<file path="config.mk">
export PLATFORM = sky130hd
export DESIGN_NAME = scp_reduce
export DESIGN_NICKNAME = d
export VERILOG_FILES = /design/src/rtl/scp_pkg.sv /design/src/rtl/scp_reduce.sv
export SDC_FILE = /design/constraint.sdc
export NUM_CORES = 2
export LEC_CHECK = 0
export ABC_AREA = 1
export BUFFER_PORTS_ARGS = -buffer_cell sky130_fd_sc_hd__buf_2
export CAP_MARGIN = 20
export CORE_MARGIN = 2
export CORE_UTILIZATION = 50
export DETAILED_ROUTE_END_ITERATION = 6
export GPL_TIMING_DRIVEN = 1
export PLACE_DENSITY = 0.7
export SLEW_MARGIN = 25
export SYNTH_ARGS = -nofsm -noshare
export SYNTH_HDL_FRONTEND = slang
export SYNTH_SLANG_ARGS = --single-unit
</file>
<file path="constraint.sdc">
create_clock -name clk -period 17.5 [get_ports clk]
set_input_delay 1.75 -clock clk [delete_from_list [all_inputs] [get_ports clk]]
set_output_delay 1.75 -clock clk [all_outputs]
set_load 0.005 [all_outputs]
</file>
<file path="src/rtl/scp_pkg.sv">
// ----------------------------------------------------------------------------
// scp_pkg: shared types and constants of the sine/cosine polynomial unit
// Fixed-point formats, reduction constants, Horner coefficients per cell and
// the bus carried from cell to cell.
// ----------------------------------------------------------------------------
package scp_pkg;

  localparam int ANGLE_FRAC_BITS  = 16;
  localparam int RESULT_FRAC_BITS = 16;

  localparam int ANGLE_W  = 32;
  localparam int RESULT_W = 18;
  localparam int Q_W      = 32;
  localparam int RW_W     = 40;
  localparam int P_W      = 66;
  localparam int K_W      = 33 - ANGLE_FRAC_BITS;
  localparam int A_SHIFT  = 32 - ANGLE_FRAC_BITS;
  localparam int NUM_CELLS = 4;

  localparam logic signed [P_W-1:0]  TWO_OVER_PI = P_W'(64'hA2F9836E);
  localparam logic signed [P_W-1:0]  K_ROUND     = P_W'(1) <<< (ANGLE_FRAC_BITS + 31);
  localparam logic signed [RW_W-1:0] HALF_PI_HI  = RW_W'(64'h1921FB544);
  localparam logic signed [63:0]     HALF_PI_LO  = 64'sh42D1846A;

  localparam logic signed [63:0] Q30_ONE_W = 64'sd1 <<< 30;
  localparam logic signed [Q_W-1:0] Q30_ONE = Q_W'(Q30_ONE_W);
  localparam logic signed [Q_W-1:0] R_2     = Q_W'((Q30_ONE_W + 1) / 2);
  localparam logic signed [Q_W-1:0] R_6     = Q_W'((Q30_ONE_W + 3) / 6);
  localparam logic signed [Q_W-1:0] R_24    = Q_W'((Q30_ONE_W + 12) / 24);
  localparam logic signed [Q_W-1:0] R_120   = Q_W'((Q30_ONE_W + 60) / 120);
  localparam logic signed [Q_W-1:0] R_720   = Q_W'((Q30_ONE_W + 360) / 720);
  localparam logic signed [Q_W-1:0] R_5040  = Q_W'((Q30_ONE_W + 2520) / 5040);
  localparam logic signed [Q_W-1:0] R_40320 = Q_W'((Q30_ONE_W + 20160) / 40320);

  typedef enum logic [1:0] {
    QUAD_0 = 2'd0,
    QUAD_1 = 2'd1,
    QUAD_2 = 2'd2,
    QUAD_3 = 2'd3
  } quad_t;

  typedef struct packed {
    logic                  valid;
    quad_t                 quad;
    logic signed [Q_W-1:0] r;
    logic signed [Q_W-1:0] r2;
    logic signed [Q_W-1:0] ts;
    logic signed [Q_W-1:0] tc;
  } cell_bus_t;

  typedef struct packed {
    logic signed [Q_W-1:0] ks;
    logic signed [Q_W-1:0] kc;
    logic                  s_use_r;
    logic                  s_neg;
  } cell_coef_t;

  localparam cell_coef_t CELL_COEF [NUM_CELLS] = '{
    '{ks: R_120,   kc: R_720,   s_use_r: 1'b0, s_neg: 1'b1},
    '{ks: R_6,     kc: R_24,    s_use_r: 1'b0, s_neg: 1'b1},
    '{ks: Q30_ONE, kc: R_2,     s_use_r: 1'b0, s_neg: 1'b1},
    '{ks: '0,      kc: Q30_ONE, s_use_r: 1'b1, s_neg: 1'b0}
  };

  // Q.30 product, rounded to nearest with ties upward
  function automatic logic signed [Q_W+1:0] mul_q30(input logic signed [Q_W-1:0] a,
                                                    input logic signed [Q_W-1:0] b);
    logic signed [63:0] p;
    p = 64'(a) * 64'(b) + 64'sd536870912;
    return p[63:30];
  endfunction

endpackage

</file>
<file path="src/rtl/scp_reduce.sv">
// ----------------------------------------------------------------------------
// scp_reduce: quadrant reduction front end
// Find the quadrant and the Q.30 remainder of the angle, square it and load
// the starting Horner terms for the cell chain.
// ----------------------------------------------------------------------------
module scp_reduce (
  input  logic                                 clk,
  input  logic                                 rst_n,
  input  logic                                 en,
  input  logic                                 in_valid,
  input  logic signed [scp_pkg::ANGLE_W-1:0]   in_angle,
  output scp_pkg::cell_bus_t                   bus_o
);
  import scp_pkg::*;

  // stage 1: quadrant index
  logic                  v1_r;
  logic signed [P_W-1:0] p1_nxt;
  logic signed [K_W-1:0] k1_r;
  logic signed [ANGLE_W-1:0] a1_r;

  // stage 2: pi/2 multiples
  logic                   v2_r;
  quad_t                  q2_r;
  logic signed [RW_W-1:0] ash2_r, khi2_r, klo2_r;
  logic signed [63:0]     klo_full;
  logic signed [RW_W-1:0] ash_nxt, khi_nxt;

  // stage 3: remainder
  logic                   v3_r;
  quad_t                  q3_r;
  logic signed [Q_W-1:0]  r3_r;
  logic signed [RW_W-1:0] rw_nxt;

  // stage 4: square
  cell_bus_t              bus_r;
  logic signed [Q_W+1:0]  r2_nxt;

  assign p1_nxt  = P_W'(in_angle) * TWO_OVER_PI + K_ROUND;
  assign ash_nxt = RW_W'(a1_r) <<< A_SHIFT;
  assign khi_nxt = RW_W'(k1_r) * HALF_PI_HI;
  assign klo_full = 64'(k1_r) * HALF_PI_LO + 64'sd2147483648;
  assign rw_nxt  = ash2_r - khi2_r - klo2_r + RW_W'(2);
  assign r2_nxt  = mul_q30(r3_r, r3_r);

  always_ff @(posedge clk) begin
    if (!rst_n) begin
      v1_r        <= 1'b0;
      v2_r        <= 1'b0;
      v3_r        <= 1'b0;
      bus_r.valid <= 1'b0;
    end else if (en) begin
      v1_r       <= in_valid;
      v2_r       <= v1_r;
      v3_r       <= v2_r;
      a1_r       <= in_angle;
      k1_r       <= p1_nxt[ANGLE_FRAC_BITS+32 +: K_W];
      q2_r       <= quad_t'(k1_r[1:0]);
      ash2_r     <= ash_nxt;
      khi2_r     <= khi_nxt;
      klo2_r     <= RW_W'(signed'(klo_full[63:32]));
      q3_r       <= q2_r;
      r3_r       <= rw_nxt[Q_W+1:2];
      bus_r.valid <= v3_r;
      bus_r.quad <= q3_r;
      bus_r.r    <= r3_r;
      bus_r.r2   <= r2_nxt[Q_W-1:0];
      bus_r.ts   <= R_5040;
      bus_r.tc   <= R_40320;
    end
  end

  assign bus_o = bus_r;

endmodule

</file>
==> metrics <==
Worst Hold Launch=a1_r[0]; DRT iter0 DRCs=3,809; CP max FO=34; most instantiated cells after synthesis=3,028 x inv_1, 1,716 x fa_1, 1,637 x nand2_1; Top FF cell, synth=edfxtp_1; EDFF count, synth=203; Period Utilization, post-route=0.491; post-synth top area share=0.447; Req. time, crit path=17.81 ns; simple-gate share of the synthesized area=0.121; CTS max path bufs=3; Hold-fix buffers, CTS=0; H-tree depth=1; asr flop ratio synth=0; max frequency=116 MHz; GR peak layer=met2; core area=152,000 sq um; flops & latches, synth=207; Worst setup EP type=flop; grt ovf=0; TritonCTS Buffers=28; wire per inst=between 15 and 20 um; FF-to-FF End=bus_o[92]; met2 Usage GRT=0.470; Hold WC Path Type=flop to flop; via count=between 50,000 and 60,000; met1 GRT Util=0.356; WHS Path Cells=0; Post-Synth Adder-Cell Area=0.585; I/O pin cnt=approximately 170; Worst R2R Path Depth=30; reg2reg setup slack=8.91 ns; DR vias/cell=roughly 5; Fin. Hold Viols=0; Die Span X=396 um; WHS Endpoint=ash2_r[16]; DP Wirelength=175 mm; vias in the first global route=60,800; Final Skew=around 0.029 ns; Synth area leader=fa_1; layout cells sized above 1=0.0323; first-pass GRT wire length=330 mm; die area=157,000 sq um; Clock Latency Late Sink=0.59 ns; Cells after Synth=approximately 8,900; GR Util met3=0.0336; critical path type=flop to flop; Crit-path slowest cell=edfxtp_1; CP peak stage delay=0.78 ns; RSZ-0062 raised after global routing=false; gpl congestion=0.973; PortBufs=102; Clock Pin Slew Worst Setup and Hold Paths=~0.06 ns; TritonCTS Sinks=207; YS warnings=0; DRT Wirelength=204 mm; largest family of logic cells by synthesized area=adder cells; largest cells by area after synthesis=fa_1 45%, inv_1 15%, ha_1 14%; Mapped Avg Cell Area=around 8.6 sq um; post-cts resize count=0; buffers and inverters on the worst path=8; sequential area share after synthesis=0.0803; relative slew slack=0.295; initial cell density of the core=0.505; CTS root buf=clkbuf_16; largest delay contributor family on the critical path=adder cells; initial antenna violation count=3; Area growth syn-to-layout=4.77%; FF-to-FF Start=r3_r[31]; setup_tns=0 ns; Worst-Margin Slew=1.06 ns; CTS tree=yes; Post-CTS Repair Setup Buffers=0; mux contribution to synthesized area=0; Nets=11,600; Core Rows=143; worst slack, placed=8.28 ns; count leader, synth=inv_1; Startpoint Class=flop; fin. max-slew vios=0; synth unique cells=50; CP most frequent cell=fa_1; Setup-failing EPs final=0; largest net degree at the start of global routing=124; DIE HEIGHT=396 um; First-pass DRT Iterations=6; antenna-violating nets left=0; drt drc=0; xor and xnor area share after synthesis=0.0221; outcome=finished clean; Synth Area in Compound Gates=0.0316; Synth Cell Area=76,900 sq um; Max-Cap Viols=0; Worst Setup Slack, final=8.91 ns; Crit path arrival time=8.90 ns; min Tclk post-route=8.59 ns; all-layer global routing usage=0.271
## worst max path at each step
| stage | depth (start not counted) | end | start |
|---|---|---|---|
| 2_1_floorplan | 28 | k1_r[15] | in_angle[31] |
| 3_3_place_gp | 32 | k1_r[15] | in_angle[31] |
| 3_5_place_dp | 32 | k1_r[15] | in_angle[31] |
| 4_1_cts | 32 | k1_r[15] | in_angle[31] |
| 5_1_grt | 30 | k1_r[15] | in_angle[31] |
| 6_report | 30 | bus_o[92] | r3_r[31] |
## cells in the final DEF (no fill, tap or decap), types with 102 or more instances in the layout
cell,n
nor2_1,323
xor2_1,113
nand3_1,150
fa_1,1716
a21oi_1,236
nand2_1,1637
edfxtp_1,203
buf_2,102
inv_1,3027
ha_1,845
## cell type report
type,instances,area [sq um]
diodes,1,2.50
clock buffers,36,762
clock inverters,16,181
fillers,14000,71700
inverters,3035,11400
multi-input cells,5549,58600
flip-flops and latches,207,6180
well taps,2030,2540
repair buffers,148,856
## logic make-up (layout without fill, tap and decap cells)
logic type / Yosys count / after routing
other cells: 2 / 65
compound gates: 438 / 438
buf+inv: 3214 / 3235
flops: 207 / 207
simple gates: 2293 / 2293
xor+xnor: 192 / 192
fa+ha+maj: 2562 / 2562
## state kept, by name, indices dropped and copies added, names as in the netlist, 2 cells and up
name / count
ash2_r: 18
klo2_r: 18
a1_r: 18
r3_r: 32
bus_o: 67
k1_r: 17
khi2_r: 31
q3_r: 2
## routing by layer
layer  part of all wire  vias to the layer above  wire length [um]
li1                   -                    25600                 -
met1               0.42                    27400             84700
met2               0.49                     1709            100000
met3              0.062                      314             12600
met4              0.032                        0              6600
met5                  0                        -                 0
## per-stage QoR
stage                     cell area (sq um)  hold WS [ns]   util  cells
final                                 80500         0.418  0.529  11000
after global routing                  80500         0.434  0.529  11000
after CTS                             80500         0.420  0.529  11000
after detailed placement              79600         0.406  0.523  11000
after global placement                79600         0.404  0.523  11000
after floorplan                       77100         0.400      -   8970
Power is left out: the tool's default activity adds up to more than one toggle a clock period on the data nets, which glitch-free logic cannot reach.
