`src/rtl/scp_pkg.sv`:
```
// ----------------------------------------------------------------------------
// scp_pkg: shared types and constants of the sine/cosine polynomial unit
// Fixed-point formats, reduction constants, Horner coefficients per cell and
// the bus carried from cell to cell.
// ----------------------------------------------------------------------------
package scp_pkg;

  localparam int ANGLE_FRAC_BITS  = 16;
  localparam int RESULT_FRAC_BITS = 16;

  localparam int ANGLE_W  = 32;
  localparam int RESULT_W = 18;
  localparam int Q_W      = 32;
  localparam int RW_W     = 40;
  localparam int P_W      = 66;
  localparam int K_W      = 33 - ANGLE_FRAC_BITS;
  localparam int A_SHIFT  = 32 - ANGLE_FRAC_BITS;
  localparam int NUM_CELLS = 4;

  localparam logic signed [P_W-1:0]  TWO_OVER_PI = P_W'(64'hA2F9836E);
  localparam logic signed [P_W-1:0]  K_ROUND     = P_W'(1) <<< (ANGLE_FRAC_BITS + 31);
  localparam logic signed [RW_W-1:0] HALF_PI_HI  = RW_W'(64'h1921FB544);
  localparam logic signed [63:0]     HALF_PI_LO  = 64'sh42D1846A;

  localparam logic signed [63:0] Q30_ONE_W = 64'sd1 <<< 30;
  localparam logic signed [Q_W-1:0] Q30_ONE = Q_W'(Q30_ONE_W);
  localparam logic signed [Q_W-1:0] R_2     = Q_W'((Q30_ONE_W + 1) / 2);
  localparam logic signed [Q_W-1:0] R_6     = Q_W'((Q30_ONE_W + 3) / 6);
  localparam logic signed [Q_W-1:0] R_24    = Q_W'((Q30_ONE_W + 12) / 24);
  localparam logic signed [Q_W-1:0] R_120   = Q_W'((Q30_ONE_W + 60) / 120);
  localparam logic signed [Q_W-1:0] R_720   = Q_W'((Q30_ONE_W + 360) / 720);
  localparam logic signed [Q_W-1:0] R_5040  = Q_W'((Q30_ONE_W + 2520) / 5040);
  localparam logic signed [Q_W-1:0] R_40320 = Q_W'((Q30_ONE_W + 20160) / 40320);

  typedef enum logic [1:0] {
    QUAD_0 = 2'd0,
    QUAD_1 = 2'd1,
    QUAD_2 = 2'd2,
    QUAD_3 = 2'd3
  } quad_t;

  typedef struct packed {
    logic                  valid;
    quad_t                 quad;
    logic signed [Q_W-1:0] r;
    logic signed [Q_W-1:0] r2;
    logic signed [Q_W-1:0] ts;
    logic signed [Q_W-1:0] tc;
  } cell_bus_t;

  typedef struct packed {
    logic signed [Q_W-1:0] ks;
    logic signed [Q_W-1:0] kc;
    logic                  s_use_r;
    logic                  s_neg;
  } cell_coef_t;

  localparam cell_coef_t CELL_COEF [NUM_CELLS] = '{
    '{ks: R_120,   kc: R_720,   s_use_r: 1'b0, s_neg: 1'b1},
    '{ks: R_6,     kc: R_24,    s_use_r: 1'b0, s_neg: 1'b1},
    '{ks: Q30_ONE, kc: R_2,     s_use_r: 1'b0, s_neg: 1'b1},
    '{ks: '0,      kc: Q30_ONE, s_use_r: 1'b1, s_neg: 1'b0}
  };

  // Q.30 product, rounded to nearest with ties upward
  function automatic logic signed [Q_W+1:0] mul_q30(input logic signed [Q_W-1:0] a,
                                                    input logic signed [Q_W-1:0] b);
    logic signed [63:0] p;
    p = 64'(a) * 64'(b) + 64'sd536870912;
    return p[63:30];
  endfunction

endpackage

```
`src/rtl/scp_finish.sv`:
```
// ----------------------------------------------------------------------------
// scp_finish: quadrant selection and output register
// Swap and negate the polynomial values by quadrant, round to the result
// format, clamp to unit range and hold the request until it is taken.
// ----------------------------------------------------------------------------
module scp_finish (
  input  logic                                clk,
  input  logic                                rst_n,
  input  logic                                en,
  input  scp_pkg::cell_bus_t                  bus_i,
  output logic                                out_valid,
  output logic signed [scp_pkg::RESULT_W-1:0] out_sine,
  output logic signed [scp_pkg::RESULT_W-1:0] out_cosine
);
  import scp_pkg::*;

  localparam int RND_SH = 30 - RESULT_FRAC_BITS;
  localparam int F_W    = Q_W + 2;
  localparam logic signed [F_W-1:0] HALF_R  = (RND_SH == 0) ? '0 : F_W'(1) <<< (RND_SH - 1);
  localparam logic signed [F_W-1:0] LIM     = F_W'(1) <<< RESULT_FRAC_BITS;
  localparam logic signed [F_W-1:0] OUT_MAX = F_W'(131071);
  localparam logic signed [F_W-1:0] OUT_MIN = -F_W'(131072);

  function automatic logic signed [RESULT_W-1:0] fin(input logic signed [F_W-1:0] v);
    logic signed [F_W-1:0] x;
    x = (v + HALF_R) >>> RND_SH;
    if (x > LIM) x = LIM;
    if (x < -LIM) x = -LIM;
    if (x > OUT_MAX) x = OUT_MAX;
    if (x < OUT_MIN) x = OUT_MIN;
    return x[RESULT_W-1:0];
  endfunction

  logic                  valid_r;
  logic signed [RESULT_W-1:0] sine_r, cosine_r;
  logic signed [F_W-1:0] sp, cp, s_sel, c_sel;

  always_comb begin
    sp = F_W'(bus_i.ts);
    cp = F_W'(bus_i.tc);
    case (bus_i.quad)
      QUAD_0: begin
        s_sel = sp;
        c_sel = cp;
      end
      QUAD_1: begin
        s_sel = cp;
        c_sel = -sp;
      end
      QUAD_2: begin
        s_sel = -sp;
        c_sel = -cp;
      end
      default: begin
        s_sel = -cp;
        c_sel = sp;
      end
    endcase
  end

  always_ff @(posedge clk) begin
    if (!rst_n) begin
      valid_r <= 1'b0;
    end else if (en) begin
      valid_r <= bus_i.valid;
    end
  end

  always_ff @(posedge clk) begin
    if (en) begin
      sine_r   <= fin(s_sel);
      cosine_r <= fin(c_sel);
    end
  end

  assign out_valid  = valid_r;
  assign out_sine   = sine_r;
  assign out_cosine = cosine_r;

endmodule

```
`config.mk`:
```
export PLATFORM = sky130hd
export DESIGN_NAME = scp_finish
export DESIGN_NICKNAME = d
export VERILOG_FILES = /design/src/rtl/scp_pkg.sv /design/src/rtl/scp_finish.sv
export SDC_FILE = /design/constraint.sdc
export NUM_CORES = 1
export LEC_CHECK = 0
export ABC_AREA = 1
export BUFFER_PORTS_ARGS = -buffer_cell sky130_fd_sc_hd__buf_2
export CAP_MARGIN = 20
export CORE_MARGIN = 4
export CORE_UTILIZATION = 48
export DETAILED_ROUTE_END_ITERATION = 12
export GPL_TIMING_DRIVEN = 0
export PLACE_DENSITY = 0.76
export SYNTH_ARGS = -nofsm -noshare
export SYNTH_HDL_FRONTEND = slang
export SYNTH_SLANG_ARGS = --single-unit
```
`constraint.sdc`:
```
create_clock -name clk -period 3.75 [get_ports clk]
set_input_delay 0.5625 -clock clk [delete_from_list [all_inputs] [get_ports clk]]
set_output_delay 0.5625 -clock clk [all_outputs]
set_load 0.02 [all_outputs]
```
==> results.yml <==
grt:
  grt_pass1_wl_um: 27600
  grt_pass1_vias: 5915
  grt_usage_pct: 25.9
  antenna_found_initial: 0
  grt_max_degree: 39
  gr-total-overflow: 0
drt:
  drt_iter0_markers: 527
  wl_per_cell_um: 14.0
  firstDrtPassIters: 5
  viasPerCell: 5.33
  vias: 6554
  drcViolationCount: 0
  ant_nets: 0
  drt_wl_total_um: 17200
worst_setup_path:
  rr_startpoint: "out_valid$_SDFFE_PN0P_"
  path_cells: "buf_4, nor2_4, clkinvlp_4, o2111ai_4, ha_4, nand4_1, nor2_2, nand2_2, inv_2, nand2_1, nor2_4, nand2_2, o211ai_4, inv_2, ha_4, inv_4, nand2_2, nand2_2, inv_4, buf_6, a21oi_1"
  worstRegToRegCells: 2
  end_kind: "flop"
  cp-start-kind: "input port"
  critical_path.max_stage_delay_ps: 310
  path_buf_inv: 7
  worst-path-max-fanout: 10
  critical_path_required_ps: 3770
  r2r_slack_ps: 3090
  slowest_stage: "nor2_4"
  worstPathArrival_ps: 3600
  cpLargestDelayFamily: "simple AND/OR/NAND/NOR gates"
  crit_type: "input port to flop"
  cp_common_cell: "nand2_2"
  regToRegEndpoint: "out_valid$_SDFFE_PN0P_"
placement:
  dp_slack_ps: -777
  port-buffer-count: 104
  globalplace.congestion: 0.954
  hpwl_um: 14100
logic_synthesis:
  avgSynthCellArea_um2: 5.64
  synth_top_area_share_pct: 20.8
  synth.most_common_cell: "nand2_1"
  synth_area_leaders: "nand2_1 (21%), edfxtp_1 (20%), nand3_1 (12%)"
  yosysWarnings: 0
  yosys.area_share.xor_xnor_pct: 1.63
  synthesis.area_um2: 5390
  synth_edf_count: 36
  async_reset_ff_share_pct: 0
  synth_top_family_by_area: "simple AND/OR/NAND/NOR gates"
  synth_flop_cell: "edfxtp_1"
  yosys.cell_types.count: 39
  syn_nets: 1093
  synth_cells: 955
  synth_mux_area_share_pct: 0
  ys_top_cells_by_count: "nand2_1 (298), nor2_1 (130), nand3_1 (128)"
  synth-compound-area-share_pct: 11.5
  yosys.area_share.simple_pct: 55.0
  synth_adder_area_share_pct: 0.929
  synth_top_area_cell: "nand2_1"
  ys_ff_latch: 37
  ys_seq_area_share_pct: 20.4
status:
  outcome: "completed"
timing:
  final_max_slew_viol_count: 0
  fmaxAchievable_mhz: 279
  final.setup.tns_ps: 0
  worst_pin_slew_ps: 758
  hold_viol: 0
  skew_ps: 0
  fin_crit_sh_pct: 95.6
  fin_ws_ps: 166
  period_minus_slack_ps: 3580
  finalSetupViolCount: 0
  slew_headroom_pct: 49.5
clocking:
  numCtsBuffers: 5
  clockRootBuffer: "clkbuf_16"
  clock-sinks: 37
  max-clock-path-buffers: 2
  clkTransAtPathRegs_ps: 50
  cts_tree: "done"
  clock_latency_ps: 280
  cts-htree-levels: 2
cells_and_area:
  nNetsFinal: 1226
  synthToLayoutAreaGrowth_pct: 22.3
  antenna_cells: 0
  drive_gt1_share_pct: 25.0
  fillers: 1137
  utilization_pct: 60.3
floorplan:
  io_pins: 171
  rows: 38
  die_w_um: 114
  die_y_um: 114
  initial_core_util_pct: 49.3
  dieArea_um2: 13000
  core_area_um2: 10900
power:
  ir_worst_vdd_v: 0.000292
  finalPower_mw: 1.85
  p_per_area_nw_per_um2: 280
  leakagePower_nw: 3.13
worst_hold_path:
  holdPathEnd: "out_valid$_SDFFE_PN0P_"
  hold_depth: 3
  min_from: "bus_i[130]"
  hp-class: "input port to flop"
flow_run:
  cap_violations: 0
-- routing by layer --
layer / track usage, % / share of wire (%) / vias to the layer above
li1: - / - / 3376
met1: 32.6 / 42 / 2874
met2: 44.5 / 47 / 258
met3: 4.19 / 8.0 / 46
met4: 9.66 / 3.4 / 0
met5: 0 / 0 / -
-- cells in the final DEF (no fill, tap or decap), types with 5 or more instances in the layout --
master     count
clkbuf_16      5
buf_4         29
o21ai_1        5
o21ai_0       41
o22ai_1        7
nand3_1      125
nor2_2        30
nand2_1      287
edfxtp_1      36
nand4_1       17
buf_2        111
nand3_2       12
xor2_1         6
inv_1         98
nand3b_1       6
inv_2         11
a21oi_1       45
nor2_4        17
nand2_2       31
nor2_1       119
-- timing repair --
| item | 4_1_cts | 5_1_grt |
|---|---|---|
| buffers inserted | 4 | 18 |
| pin swaps | 4 | 15 |
| hold buffers | 0 | 0 |
| resized for setup | 21 | 41 |
| endpoints found under the setup margin | 35 | 35 |
-- how the worst max path moves through the flow --
stage	startpoint	endpoint	slack, ps	cells after the start
finish	bus_i[128]	out_cosine[16]$_SDFFCE_PP0P_	170	21
global route	bus_i[128]	out_cosine[16]$_SDFFCE_PP0P_	-50	25
CTS	bus_i[3]	out_cosine[16]$_SDFFCE_PP0P_	4	27
detailed placement	bus_i[128]	out_cosine[16]$_SDFFCE_PP0P_	-780	21
global placement	bus_i[128]	out_cosine[16]$_SDFFCE_PP0P_	-780	21
floorplan	bus_i[128]	out_cosine[16]$_SDFFCE_PP0P_	60	21
-- tightest hold or removal path: stages --
cell,delay [ps]
buf_2,90
inv_1,40
a21oi_1,50
-- area by class of cell --
class	count	area [um^2]	share of cell area, %
clock inverter	3	17.5	0.266
multi-input combinational	779	3890	59.0
tap	140	175	2.66
timing repair buffer	126	686	10.4
inverter	116	449	6.81
buffer	23	146	2.22
sequential	37	1100	16.7
clock buffer	5	125	1.90
-- metrics by stage --
step                hold WS [ps]  cell area, um^2  std cells
detailed placement           544             6090       1199
floorplan                    606             5400        955
global route                 527             6590       1229
global placement             526             6090       1199
CTS                          518             6340       1211
finish                       517             6590       1229
-- power by group --
group	leakage (nW)	switching [mW]	internal [mW]	total [mW]
Combinational	2.70	0.586	0.297	0.883
Sequential	0.361	0.0152	0.557	0.573
Clock	0.0696	0.148	0.243	0.391
-- state kept, by name, indices dropped and copies added, names as in the netlist --
signal / count
out_sine: 18
out_cosine: 18
out_valid: 1
-- logic make-up after synthesis --
group,count (synthesis)
flops,37
fa+ha+maj,4
compound gates,113
xor+xnor,10
simple gates,652
buf+inv,139
No activity file was read; power rests on OpenSTA's default activity.
